$ cat src/hw/rtl/sha256c_pkg.sv
// Shared types, constants and round functions for the SHA-256 compression block.
package sha256c_pkg;

   localparam int WORD_W      = 32;
   localparam int CHAIN_WORDS = 8;
   localparam int BLOCK_WORDS = 16;
   localparam int ROUNDS      = 64;
   localparam int CHAIN_IDX_W = $clog2(CHAIN_WORDS);
   localparam int BLOCK_CNT_W = $clog2(BLOCK_WORDS);
   localparam int ROUND_W     = $clog2(ROUNDS);

   // Configuration port: one register at byte addresses 0..3 of the 0..7 space.
   localparam int CSR_ADDR_W = 3;
   localparam int CSR_DATA_W = 32;
   localparam logic [CSR_ADDR_W-3:0] CSR_IDX_BYTE_SWAP = 1'b0;

   // Request action codes.
   localparam logic ACT_LOAD_CHAIN = 1'b0;
   localparam logic ACT_ABSORB     = 1'b1;

   typedef logic [WORD_W-1:0] word_type;

   // Commands from the controller to the datapath.
   typedef struct packed {
      logic                   load_chain;
      logic                   absorb;
      logic                   start;
      logic                   round;
      logic [ROUND_W-1:0]     round_idx;
      logic                   fold;
      logic [CHAIN_IDX_W-1:0] emit_idx;
   } cmd_type;

   // Status from the datapath to the controller.
   typedef struct packed {
      logic block_full;
   } status_type;

   localparam word_type ROUND_K [ROUNDS] = '{
      32'h428a2f98, 32'h71374491, 32'hb5c0fbcf, 32'he9b5dba5,
      32'h3956c25b, 32'h59f111f1, 32'h923f82a4, 32'hab1c5ed5,
      32'hd807aa98, 32'h12835b01, 32'h243185be, 32'h550c7dc3,
      32'h72be5d74, 32'h80deb1fe, 32'h9bdc06a7, 32'hc19bf174,
      32'he49b69c1, 32'hefbe4786, 32'h0fc19dc6, 32'h240ca1cc,
      32'h2de92c6f, 32'h4a7484aa, 32'h5cb0a9dc, 32'h76f988da,
      32'h983e5152, 32'ha831c66d, 32'hb00327c8, 32'hbf597fc7,
      32'hc6e00bf3, 32'hd5a79147, 32'h06ca6351, 32'h14292967,
      32'h27b70a85, 32'h2e1b2138, 32'h4d2c6dfc, 32'h53380d13,
      32'h650a7354, 32'h766a0abb, 32'h81c2c92e, 32'h92722c85,
      32'ha2bfe8a1, 32'ha81a664b, 32'hc24b8b70, 32'hc76c51a3,
      32'hd192e819, 32'hd6990624, 32'hf40e3585, 32'h106aa070,
      32'h19a4c116, 32'h1e376c08, 32'h2748774c, 32'h34b0bcb5,
      32'h391c0cb3, 32'h4ed8aa4a, 32'h5b9cca4f, 32'h682e6ff3,
      32'h748f82ee, 32'h78a5636f, 32'h84c87814, 32'h8cc70208,
      32'h90befffa, 32'ha4506ceb, 32'hbef9a3f7, 32'hc67178f2
   };

   function automatic word_type big_sigma0(input word_type x);
      return {x[1:0], x[31:2]} ^ {x[12:0], x[31:13]} ^ {x[21:0], x[31:22]};
   endfunction

   function automatic word_type big_sigma1(input word_type x);
      return {x[5:0], x[31:6]} ^ {x[10:0], x[31:11]} ^ {x[24:0], x[31:25]};
   endfunction

   function automatic word_type small_sigma0(input word_type x);
      return {x[6:0], x[31:7]} ^ {x[17:0], x[31:18]} ^ {3'b000, x[31:3]};
   endfunction

   function automatic word_type small_sigma1(input word_type x);
      return {x[16:0], x[31:17]} ^ {x[18:0], x[31:19]} ^ {10'b0, x[31:10]};
   endfunction

endpackage

$ cat src/hw/rtl/sha256c_if.sv
// Request and response channel interfaces for the SHA-256 compression block.
interface sha256c_req_if import sha256c_pkg::*; ();
   logic                   valid;
   logic                   ready;
   logic                   action;
   logic [CHAIN_IDX_W-1:0] chain_index;
   word_type               data_word;

   modport source (output valid, action, chain_index, data_word, input ready);
   modport sink   (input valid, action, chain_index, data_word, output ready);
endinterface

interface sha256c_rsp_if import sha256c_pkg::*; ();
   logic                   valid;
   logic                   ready;
   logic [CHAIN_IDX_W-1:0] digest_index;
   word_type               digest_word;
   logic                   last;

   modport source (output valid, digest_index, digest_word, last, input ready);
   modport sink   (input valid, digest_index, digest_word, last, output ready);
endinterface

$ cat src/hw/rtl/sha256c_ctrl.sv
// Controller state machine: request intake, round sequencing, digest output.
module sha256c_ctrl import sha256c_pkg::*; (
   input  logic                   clock,
   input  logic                   reset,
   input  logic                   req_valid,
   input  logic                   req_action,
   output logic                   req_ready,
   input  logic                   rsp_ready,
   output logic                   rsp_valid,
   output logic                   rsp_last,
   output logic [CHAIN_IDX_W-1:0] rsp_digest_index,
   input  status_type             status,
   output cmd_type                cmd
);

   typedef enum logic [1:0] {
      ST_IDLE,
      ST_ROUND,
      ST_FOLD,
      ST_EMIT
   } state_type;

   state_type              state_ff, state_in;
   logic [ROUND_W-1:0]     round_ff, round_in;
   logic [CHAIN_IDX_W-1:0] emit_ff, emit_in;
   logic                   accept;

   assign req_ready = (state_ff == ST_IDLE);
   assign accept    = req_valid && req_ready;

   always_comb begin
      cmd.load_chain = accept && (req_action == ACT_LOAD_CHAIN);
      cmd.absorb     = accept && (req_action == ACT_ABSORB);
      cmd.start      = cmd.absorb && status.block_full;
      cmd.round      = (state_ff == ST_ROUND);
      cmd.round_idx  = round_ff;
      cmd.fold       = (state_ff == ST_FOLD);
      cmd.emit_idx   = emit_ff;
   end

   assign rsp_valid        = (state_ff == ST_EMIT);
   assign rsp_digest_index = emit_ff;
   assign rsp_last         = (emit_ff == CHAIN_IDX_W'(CHAIN_WORDS - 1));

   always_comb begin
      state_in = state_ff;
      round_in = round_ff;
      emit_in  = emit_ff;
      case (state_ff)
         ST_IDLE: begin
            if (cmd.start) begin
               state_in = ST_ROUND;
               round_in = '0;
            end
         end
         ST_ROUND: begin
            round_in = round_ff + 1'b1;
            if (round_ff == ROUND_W'(ROUNDS - 1)) begin
               state_in = ST_FOLD;
            end
         end
         ST_FOLD: begin
            state_in = ST_EMIT;
            emit_in  = '0;
         end
         ST_EMIT: begin
            if (rsp_ready) begin
               emit_in = emit_ff + 1'b1;
               if (rsp_last) begin
                  state_in = ST_IDLE;
               end
            end
         end
         default: begin
            state_in = ST_IDLE;
         end
      endcase
   end

   always_ff @(posedge clock) begin
      if (reset) begin
         state_ff <= ST_IDLE;
         round_ff <= '0;
         emit_ff  <= '0;
      end else begin
         state_ff <= state_in;
         round_ff <= round_in;
         emit_ff  <= emit_in;
      end
   end

endmodule

$ cat src/hw/rtl/sha256c_dp.sv
// Datapath: chaining words, message window, working variables and round logic.
module sha256c_dp import sha256c_pkg::*; (
   input  logic                   clock,
   input  logic                   reset,
   input  cmd_type                cmd,
   input  logic                   byte_swap,
   input  logic [CHAIN_IDX_W-1:0] chain_index,
   input  word_type               data_word,
   output word_type               digest_word,
   output status_type             status
);

   word_type               cv_ff [CHAIN_WORDS];
   word_type               cv_in [CHAIN_WORDS];
   word_type               w_ff  [BLOCK_WORDS];
   word_type               w_in  [BLOCK_WORDS];
   word_type               v_ff  [CHAIN_WORDS];
   word_type               v_in  [CHAIN_WORDS];
   logic [BLOCK_CNT_W-1:0] wcnt_ff, wcnt_in;

   word_type msg_word;
   word_type sched_next;
   word_type t1;
   word_type t2;

   assign msg_word = byte_swap ?
      {data_word[7:0], data_word[15:8], data_word[23:16], data_word[31:24]} : data_word;

   // Window holds W[r]..W[r+15]; the new word enters at the top.
   assign sched_next = small_sigma1(w_ff[14]) + w_ff[9] + small_sigma0(w_ff[1]) + w_ff[0];

   assign t1 = v_ff[7] + big_sigma1(v_ff[4]) + (v_ff[6] ^ (v_ff[4] & (v_ff[5] ^ v_ff[6])))
             + ROUND_K[cmd.round_idx] + w_ff[0];
   assign t2 = big_sigma0(v_ff[0])
             + ((v_ff[0] & v_ff[1]) | (v_ff[2] & (v_ff[0] | v_ff[1])));

   assign digest_word       = cv_ff[cmd.emit_idx];
   assign status.block_full = (wcnt_ff == BLOCK_CNT_W'(BLOCK_WORDS - 1));

   always_comb begin
      cv_in   = cv_ff;
      w_in    = w_ff;
      v_in    = v_ff;
      wcnt_in = wcnt_ff;

      if (cmd.load_chain) begin
         cv_in[chain_index] = data_word;
      end
      if (cmd.fold) begin
         for (int i = 0; i < CHAIN_WORDS; i++) begin
            cv_in[i] = cv_ff[i] + v_ff[i];
         end
      end

      if (cmd.absorb || cmd.round) begin
         for (int i = 0; i < BLOCK_WORDS - 1; i++) begin
            w_in[i] = w_ff[i + 1];
         end
         w_in[BLOCK_WORDS - 1] = cmd.absorb ? msg_word : sched_next;
      end
      if (cmd.absorb) begin
         wcnt_in = wcnt_ff + 1'b1;
      end

      if (cmd.start) begin
         v_in = cv_ff;
      end else if (cmd.round) begin
         for (int i = 1; i < CHAIN_WORDS; i++) begin
            v_in[i] = v_ff[i - 1];
         end
         v_in[4] = v_ff[3] + t1;
         v_in[0] = t1 + t2;
      end
   end

   always_ff @(posedge clock) begin
      if (reset) begin
         for (int i = 0; i < CHAIN_WORDS; i++) begin
            cv_ff[i] <= '0;
         end
         wcnt_ff <= '0;
      end else begin
         cv_ff   <= cv_in;
         wcnt_ff <= wcnt_in;
      end
   end

   always_ff @(posedge clock) begin
      w_ff <= w_in;
      v_ff <= v_in;
   end

endmodule

$ cat src/hw/rtl/sha256_block_compress.sv
// Top level of the SHA-256 compression block: channels, CSR port, checks.
//
//   channel   dir   handshake               payload
//   req_chan  in    valid / ready           action, chain_index, data_word
//   rsp_chan  out   valid / ready           digest_index, digest_word, last
//   csr_*     in    psel/penable, pready=1  paddr, pwdata, prdata (byte_swap)
//
// A chaining-word load or a message word is taken while idle.
// The sixteenth message word starts the rounds (one round per cycle in the
// round unit), then a fold, then eight digest words, one per cycle while
// rsp_chan.ready is high.
// No request is taken from the sixteenth word until the last digest word leaves.
// Synchronous reset clears the chaining words, word count and byte_swap.
// Stalls on rsp_chan hold the current digest word and its index.
module sha256_block_compress import sha256c_pkg::*; (
   input  logic                  clock,
   input  logic                  reset,
   sha256c_req_if.sink           req_chan,
   sha256c_rsp_if.source         rsp_chan,
   input  logic                  csr_psel,
   input  logic                  csr_penable,
   input  logic                  csr_pwrite,
   input  logic [CSR_ADDR_W-1:0] csr_paddr,
   input  logic [CSR_DATA_W-1:0] csr_pwdata,
   output logic [CSR_DATA_W-1:0] csr_prdata,
   output logic                  csr_pready
);

   cmd_type    cmd;
   status_type status;

   logic byte_swap_ff, byte_swap_in;
   logic csr_write;
   logic csr_hit;

   // CSR port: zero wait states; the byte offset inside a register is ignored.
   assign csr_pready = 1'b1;
   assign csr_hit    = (csr_paddr[CSR_ADDR_W-1:2] == CSR_IDX_BYTE_SWAP);
   assign csr_write  = csr_psel && csr_penable && csr_pwrite && csr_pready;

   // Writes outside the register list are dropped.
   assign byte_swap_in = (csr_write && csr_hit) ? csr_pwdata[0] : byte_swap_ff;
   assign csr_prdata   = csr_hit ? {{(CSR_DATA_W-1){1'b0}}, byte_swap_ff} : '0;

   always_ff @(posedge clock) begin
      if (reset) begin
         byte_swap_ff <= 1'b0;
      end else begin
         byte_swap_ff <= byte_swap_in;
      end
   end

   // Controller owns the handshakes and sequencing.
   sha256c_ctrl u_ctrl (
      .clock            (clock),
      .reset            (reset),
      .req_valid        (req_chan.valid),
      .req_action       (req_chan.action),
      .req_ready        (req_chan.ready),
      .rsp_ready        (rsp_chan.ready),
      .rsp_valid        (rsp_chan.valid),
      .rsp_last         (rsp_chan.last),
      .rsp_digest_index (rsp_chan.digest_index),
      .status           (status),
      .cmd              (cmd)
   );

   // Datapath holds the hash state and runs one round per cycle.
   sha256c_dp u_dp (
      .clock       (clock),
      .reset       (reset),
      .cmd         (cmd),
      .byte_swap   (byte_swap_ff),
      .chain_index (req_chan.chain_index),
      .data_word   (req_chan.data_word),
      .digest_word (rsp_chan.digest_word),
      .status      (status)
   );

   // Never take a request while a digest word is on offer.
   a_no_req_during_rsp: assert property (@(posedge clock) disable iff (reset)
      !(req_chan.valid && req_chan.ready && rsp_chan.valid))
      else $error("request accepted while digest output pending");

   // A completed block closes intake on the next cycle.
   a_full_block_stalls: assert property (@(posedge clock) disable iff (reset)
      (cmd.start) |=> !req_chan.ready)
      else $error("intake still open after sixteenth word");

   // The last digest word leaves the block ready for the next request.
   a_ready_after_last: assert property (@(posedge clock) disable iff (reset)
      (rsp_chan.valid && rsp_chan.ready && rsp_chan.last) |=> req_chan.ready)
      else $error("intake not reopened after last digest word");

   // The last marker goes with the top chaining word only.
   a_last_index: assert property (@(posedge clock) disable iff (reset)
      (rsp_chan.valid && rsp_chan.last) |->
         (rsp_chan.digest_index == CHAIN_IDX_W'(CHAIN_WORDS - 1)))
      else $error("last marker on wrong digest index");

endmodule

$ cat src/flat_wrapper.sv
// flat-port wrapper written by rule: the top's interface ports become plain ports
module sha256_block_compress_flat import sha256c_pkg::*;
  (clock, reset, csr_psel, csr_penable, csr_pwrite, csr_paddr, csr_pwdata, csr_prdata, csr_pready, req_chan_valid, req_chan_action, req_chan_chain_index, req_chan_data_word, req_chan_ready, rsp_chan_valid, rsp_chan_digest_index, rsp_chan_digest_word, rsp_chan_last, rsp_chan_ready);
  sha256c_req_if req_chan_i ();
  sha256c_rsp_if rsp_chan_i ();
  input  logic clock;
  input  logic reset;
  input  logic csr_psel;
  input  logic csr_penable;
  input  logic csr_pwrite;
  input  logic [CSR_ADDR_W-1:0] csr_paddr;
  input  logic [CSR_DATA_W-1:0] csr_pwdata;
  output logic [CSR_DATA_W-1:0] csr_prdata;
  output logic csr_pready;
  input wire logic [$bits(req_chan_i.valid)-1:0] req_chan_valid;
  input wire logic [$bits(req_chan_i.action)-1:0] req_chan_action;
  input wire logic [$bits(req_chan_i.chain_index)-1:0] req_chan_chain_index;
  input wire logic [$bits(req_chan_i.data_word)-1:0] req_chan_data_word;
  output wire logic [$bits(req_chan_i.ready)-1:0] req_chan_ready;
  output wire logic [$bits(rsp_chan_i.valid)-1:0] rsp_chan_valid;
  output wire logic [$bits(rsp_chan_i.digest_index)-1:0] rsp_chan_digest_index;
  output wire logic [$bits(rsp_chan_i.digest_word)-1:0] rsp_chan_digest_word;
  output wire logic [$bits(rsp_chan_i.last)-1:0] rsp_chan_last;
  input wire logic [$bits(rsp_chan_i.ready)-1:0] rsp_chan_ready;
  assign req_chan_i.valid = req_chan_valid;
  assign req_chan_i.action = req_chan_action;
  assign req_chan_i.chain_index = req_chan_chain_index;
  assign req_chan_i.data_word = req_chan_data_word;
  assign req_chan_ready = req_chan_i.ready;
  assign rsp_chan_valid = rsp_chan_i.valid;
  assign rsp_chan_digest_index = rsp_chan_i.digest_index;
  assign rsp_chan_digest_word = rsp_chan_i.digest_word;
  assign rsp_chan_last = rsp_chan_i.last;
  assign rsp_chan_i.ready = rsp_chan_ready;
  sha256_block_compress u_core (.clock(clock), .reset(reset), .req_chan(req_chan_i), .rsp_chan(rsp_chan_i), .csr_psel(csr_psel), .csr_penable(csr_penable), .csr_pwrite(csr_pwrite), .csr_paddr(csr_paddr), .csr_pwdata(csr_pwdata), .csr_prdata(csr_prdata), .csr_pready(csr_pready));
endmodule
$ cat config.mk
export PLATFORM = sky130hd
export DESIGN_NAME = sha256_block_compress_flat
export DESIGN_NICKNAME = d
export VERILOG_FILES = /design/src/hw/rtl/sha256c_pkg.sv /design/src/hw/rtl/sha256c_if.sv /design/src/hw/rtl/sha256c_ctrl.sv /design/src/hw/rtl/sha256c_dp.sv /design/src/hw/rtl/sha256_block_compress.sv /design/src/flat_wrapper.sv
export SDC_FILE = /design/constraint.sdc
export NUM_CORES = 2
export LEC_CHECK = 0
export BUFFER_PORTS_ARGS = -buffer_cell sky130_fd_sc_hd__buf_2
export CAP_MARGIN = 20
export CORE_MARGIN = 4
export CORE_UTILIZATION = 49
export CTS_BUF_LIST = sky130_fd_sc_hd__clkbuf_8
export DETAILED_ROUTE_END_ITERATION = 10
export PLACE_DENSITY = 0.63
export SYNTH_ARGS = -nofsm -noshare
export SYNTH_HDL_FRONTEND = slang
export SYNTH_HIERARCHICAL = 1
export SYNTH_SLANG_ARGS = --single-unit
$ cat constraint.sdc
create_clock -name clock -period 24.3 [get_ports clock]
set_input_delay 4.86 -clock clock [delete_from_list [all_inputs] [get_ports clock]]
set_output_delay 4.86 -clock clock [all_outputs]
set_load 0.02 [all_outputs]
==> qor.yml <==
synth.top_cell.area_share_pct: 33.5
cts.path.max_buffers: 3
fin_tns_setup_ns: 0
relSlewSlack_pct: 14.7
fmax_ghz: 0.0984
hold_viol_final: 0
drive_gt1_share_pct: 12.5
gp_congestion: 0.981
clock_sinks: 1040
cap_violations: 0
drv_slew: 0
area_delta_synth_final_pct: 8.67
vias: 51600
numPortBuffers: 83
drt_iter0_markers: 5803
cts_setup_buffers: 0
dr.pass1.iters: 8
die_x_um: 383
grt_max_degree: 155
grt_pass1_wl_um: 322000
end_kind: "output pin"
ff2ff_path_depth: 31
start_util_pct: 49.3
die_h_um: 383
crit_fanout: 2
skew_ns: 0.0557
drc_errors: 0
rsz0062_at_grt: "no"
cts_tree: "built"
crit_type: "in2out"
cts_hold_buf: 0
antenna_found_initial: 12
htree_num_levels: 4
hold_end: "u_core/u_dp/w_ff[185]"
insertion_delay_ns: 0.91
cts_resized: 0
status: "finished clean"
synthCells: 6411
grt_overflow_total: 0
final.min_clock_period_ns: 10.16
synth_area_um2: 68800
synth_top_cell_by_area: "edfxtp_1"
hpwl_um: 164000
synth_cell_types: 95
ys_warn_count: 6
die-area_um2: 146000
netlist_top_cells_area: "edfxtp_1 (34%), dfxtp_1 (7.9%), ha_1 (7.2%), fa_1 (5.7%), xnor2_1 (4.7%)"
ys_seq_area_share_pct: 41.5
worstHoldPathType: "reg2reg"
fp-row-count: 137
setup-violations-final: 0
async_reset_ff_share_pct: 0
start_kind: "input pin"
synth-edff-count: 768
track_usage_pct: 29.5
ys_ff_latch: 1040
tightestPinTransition_ns: 1.28
rr_endpoint: "u_core/u_dp/v_ff[255]"
root_buffer: "clkbuf_8"
viasPerCell: 6.10
r2r-start: "u_core/u_ctrl/round_ff[0]"
ant_nets: 0
core_um2: 139000
cts_buffers: 187
synth-main-ff-cell: "edfxtp_1"
grt_pass1_vias: 48700
fin_nets: 7076
io_pins: 149
startpoint: "csr_paddr[2]"
cp_data_required_time_ns: 19.44
clkSlewWorstSetupHoldPaths_ns: 0.06
wirelength_um: 221000
post_drt_wl_per_cell_um: 26.1
avgSynthCellArea_um2: 10.7
finalCritPeriodShare_pct: 41.8
rrSetupSlack_ns: 14.89
worstPathArrival_ns: 5.30
worstHoldStart: "u_core/u_dp/w_ff[153]"
hold_depth: 0
-- per-stage QoR --
| stage | util, % | instances | cell area [um2] | setup slack (ns) | hold slack (ns) |
|---|---|---|---|---|---|
| after floorplan | - | 6441 | 68900 | 12.08 | 0.400 |
| after detailed placement | 50.7 | 8088 | 70700 | 14.13 | 0.405 |
| after CTS | 53.6 | 8441 | 74700 | 14.13 | 0.385 |
| final | 53.6 | 8452 | 74700 | 14.14 | 0.394 |
| after global routing | 53.6 | 8446 | 74700 | 14.12 | 0.401 |
| after global placement | 50.7 | 8087 | 70700 | 14.14 | 0.400 |
-- cells in the final DEF, fill, tap and decap left out, types with 265 or more instances in the layout --
master / instances
nor2_1: 436
mux2_2: 276
nand2_1: 317
o21ai_0: 283
inv_1: 442
edfxtp_1: 768
ha_1: 397
a21oi_1: 460
xnor2_1: 366
dfxtp_1: 265
-- sequential cells by signal (all words and copies together) (netlist names) --
| register | cells |
|---|---|
| u_core/u_dp/w_ff | 512 |
| u_core/u_dp/wcnt_ff | 4 |
| u_core/u_ctrl/rsp_digest_index | 3 |
| u_core/u_dp/cv_ff | 256 |
| u_core/u_ctrl/state_ff | 2 |
| u_core/byte_swap_ff | 1 |
| u_core/u_ctrl/round_ff | 6 |
| u_core/u_dp/v_ff | 256 |
-- synthesized netlist by cell type (23+ instances only) --
cell / number
xor2_1: 200
xnor2_1: 366
mux2i_1: 221
a21o_1: 169
a21oi_1: 460
o21a_1: 57
inv_1: 385
or2_2: 25
buf_1: 43
fa_1: 195
ha_1: 398
nand4_1: 31
nor3_1: 84
a21boi_0: 23
clkbuf_1: 293
mux2_2: 276
o22ai_1: 35
nand3_1: 66
and3_1: 66
a31oi_1: 56
buf_4: 35
o211ai_1: 33
or3_1: 40
nor2_1: 439
edfxtp_1: 768
o21ai_0: 283
o21bai_1: 42
nand2_1: 317
nand2b_1: 67
maj3_1: 30
mux4_2: 68
o31ai_1: 23
nor2b_1: 78
a211oi_1: 205
dfxtp_1: 272
-- worst max-delay path by stage --
| stage | to | slack [ns] | cells after the start |
|---|---|---|---|
| final | csr_prdata[0] | 14.14 | 3 |
| after global routing | csr_prdata[0] | 14.12 | 3 |
| after CTS | csr_prdata[0] | 14.13 | 3 |
| after detailed placement | csr_prdata[0] | 14.13 | 3 |
| after global placement | csr_prdata[0] | 14.14 | 3 |
| after floorplan | u_core/u_dp/w_ff[0] | 12.08 | 3 |
-- critical path, stage by stage --
cell     delay, ns
buf_2         0.10
and2b_2       0.19
buf_2         0.15
-- layout make-up --
cell class | count | area [um2]
Antenna cell | 7 | 17.5
Clock buffer | 215 | 2960
Clock inverter | 138 | 1010
Fill cell | 12300 | 64600
Inverter | 388 | 1470
Multi-Input combinational cell | 4640 | 37400
Sequential cell | 1040 | 28500
Tap cell | 1876 | 2350
Timing Repair Buffer | 148 | 957
-- cell families after synthesis --
logic type	synth area share (%)
AND/OR/NAND/NOR	8.58
other	0.0109
buffers and inverters	4.35
XOR/XNOR	7.21
multiplexers	9.97
adder cells (fa/ha/maj)	13.4
flip-flops	41.5
AO/OA/AOI/OAI	15.1
-- routing by layer --
metal / global-route usage (%) / up-vias / wire length (um)
met2: 44.2 / 2319 / 95800
met5: 0 / - / 74
met3: 6.94 / 467 / 20300
li1: - / 23400 / -
met1: 41.6 / 25300 / 95700
met4: 11.1 / 14 / 9020
Power is left out: the tool's default activity adds up to more than one toggle a clock period on the data nets, which glitch-free logic cannot reach.
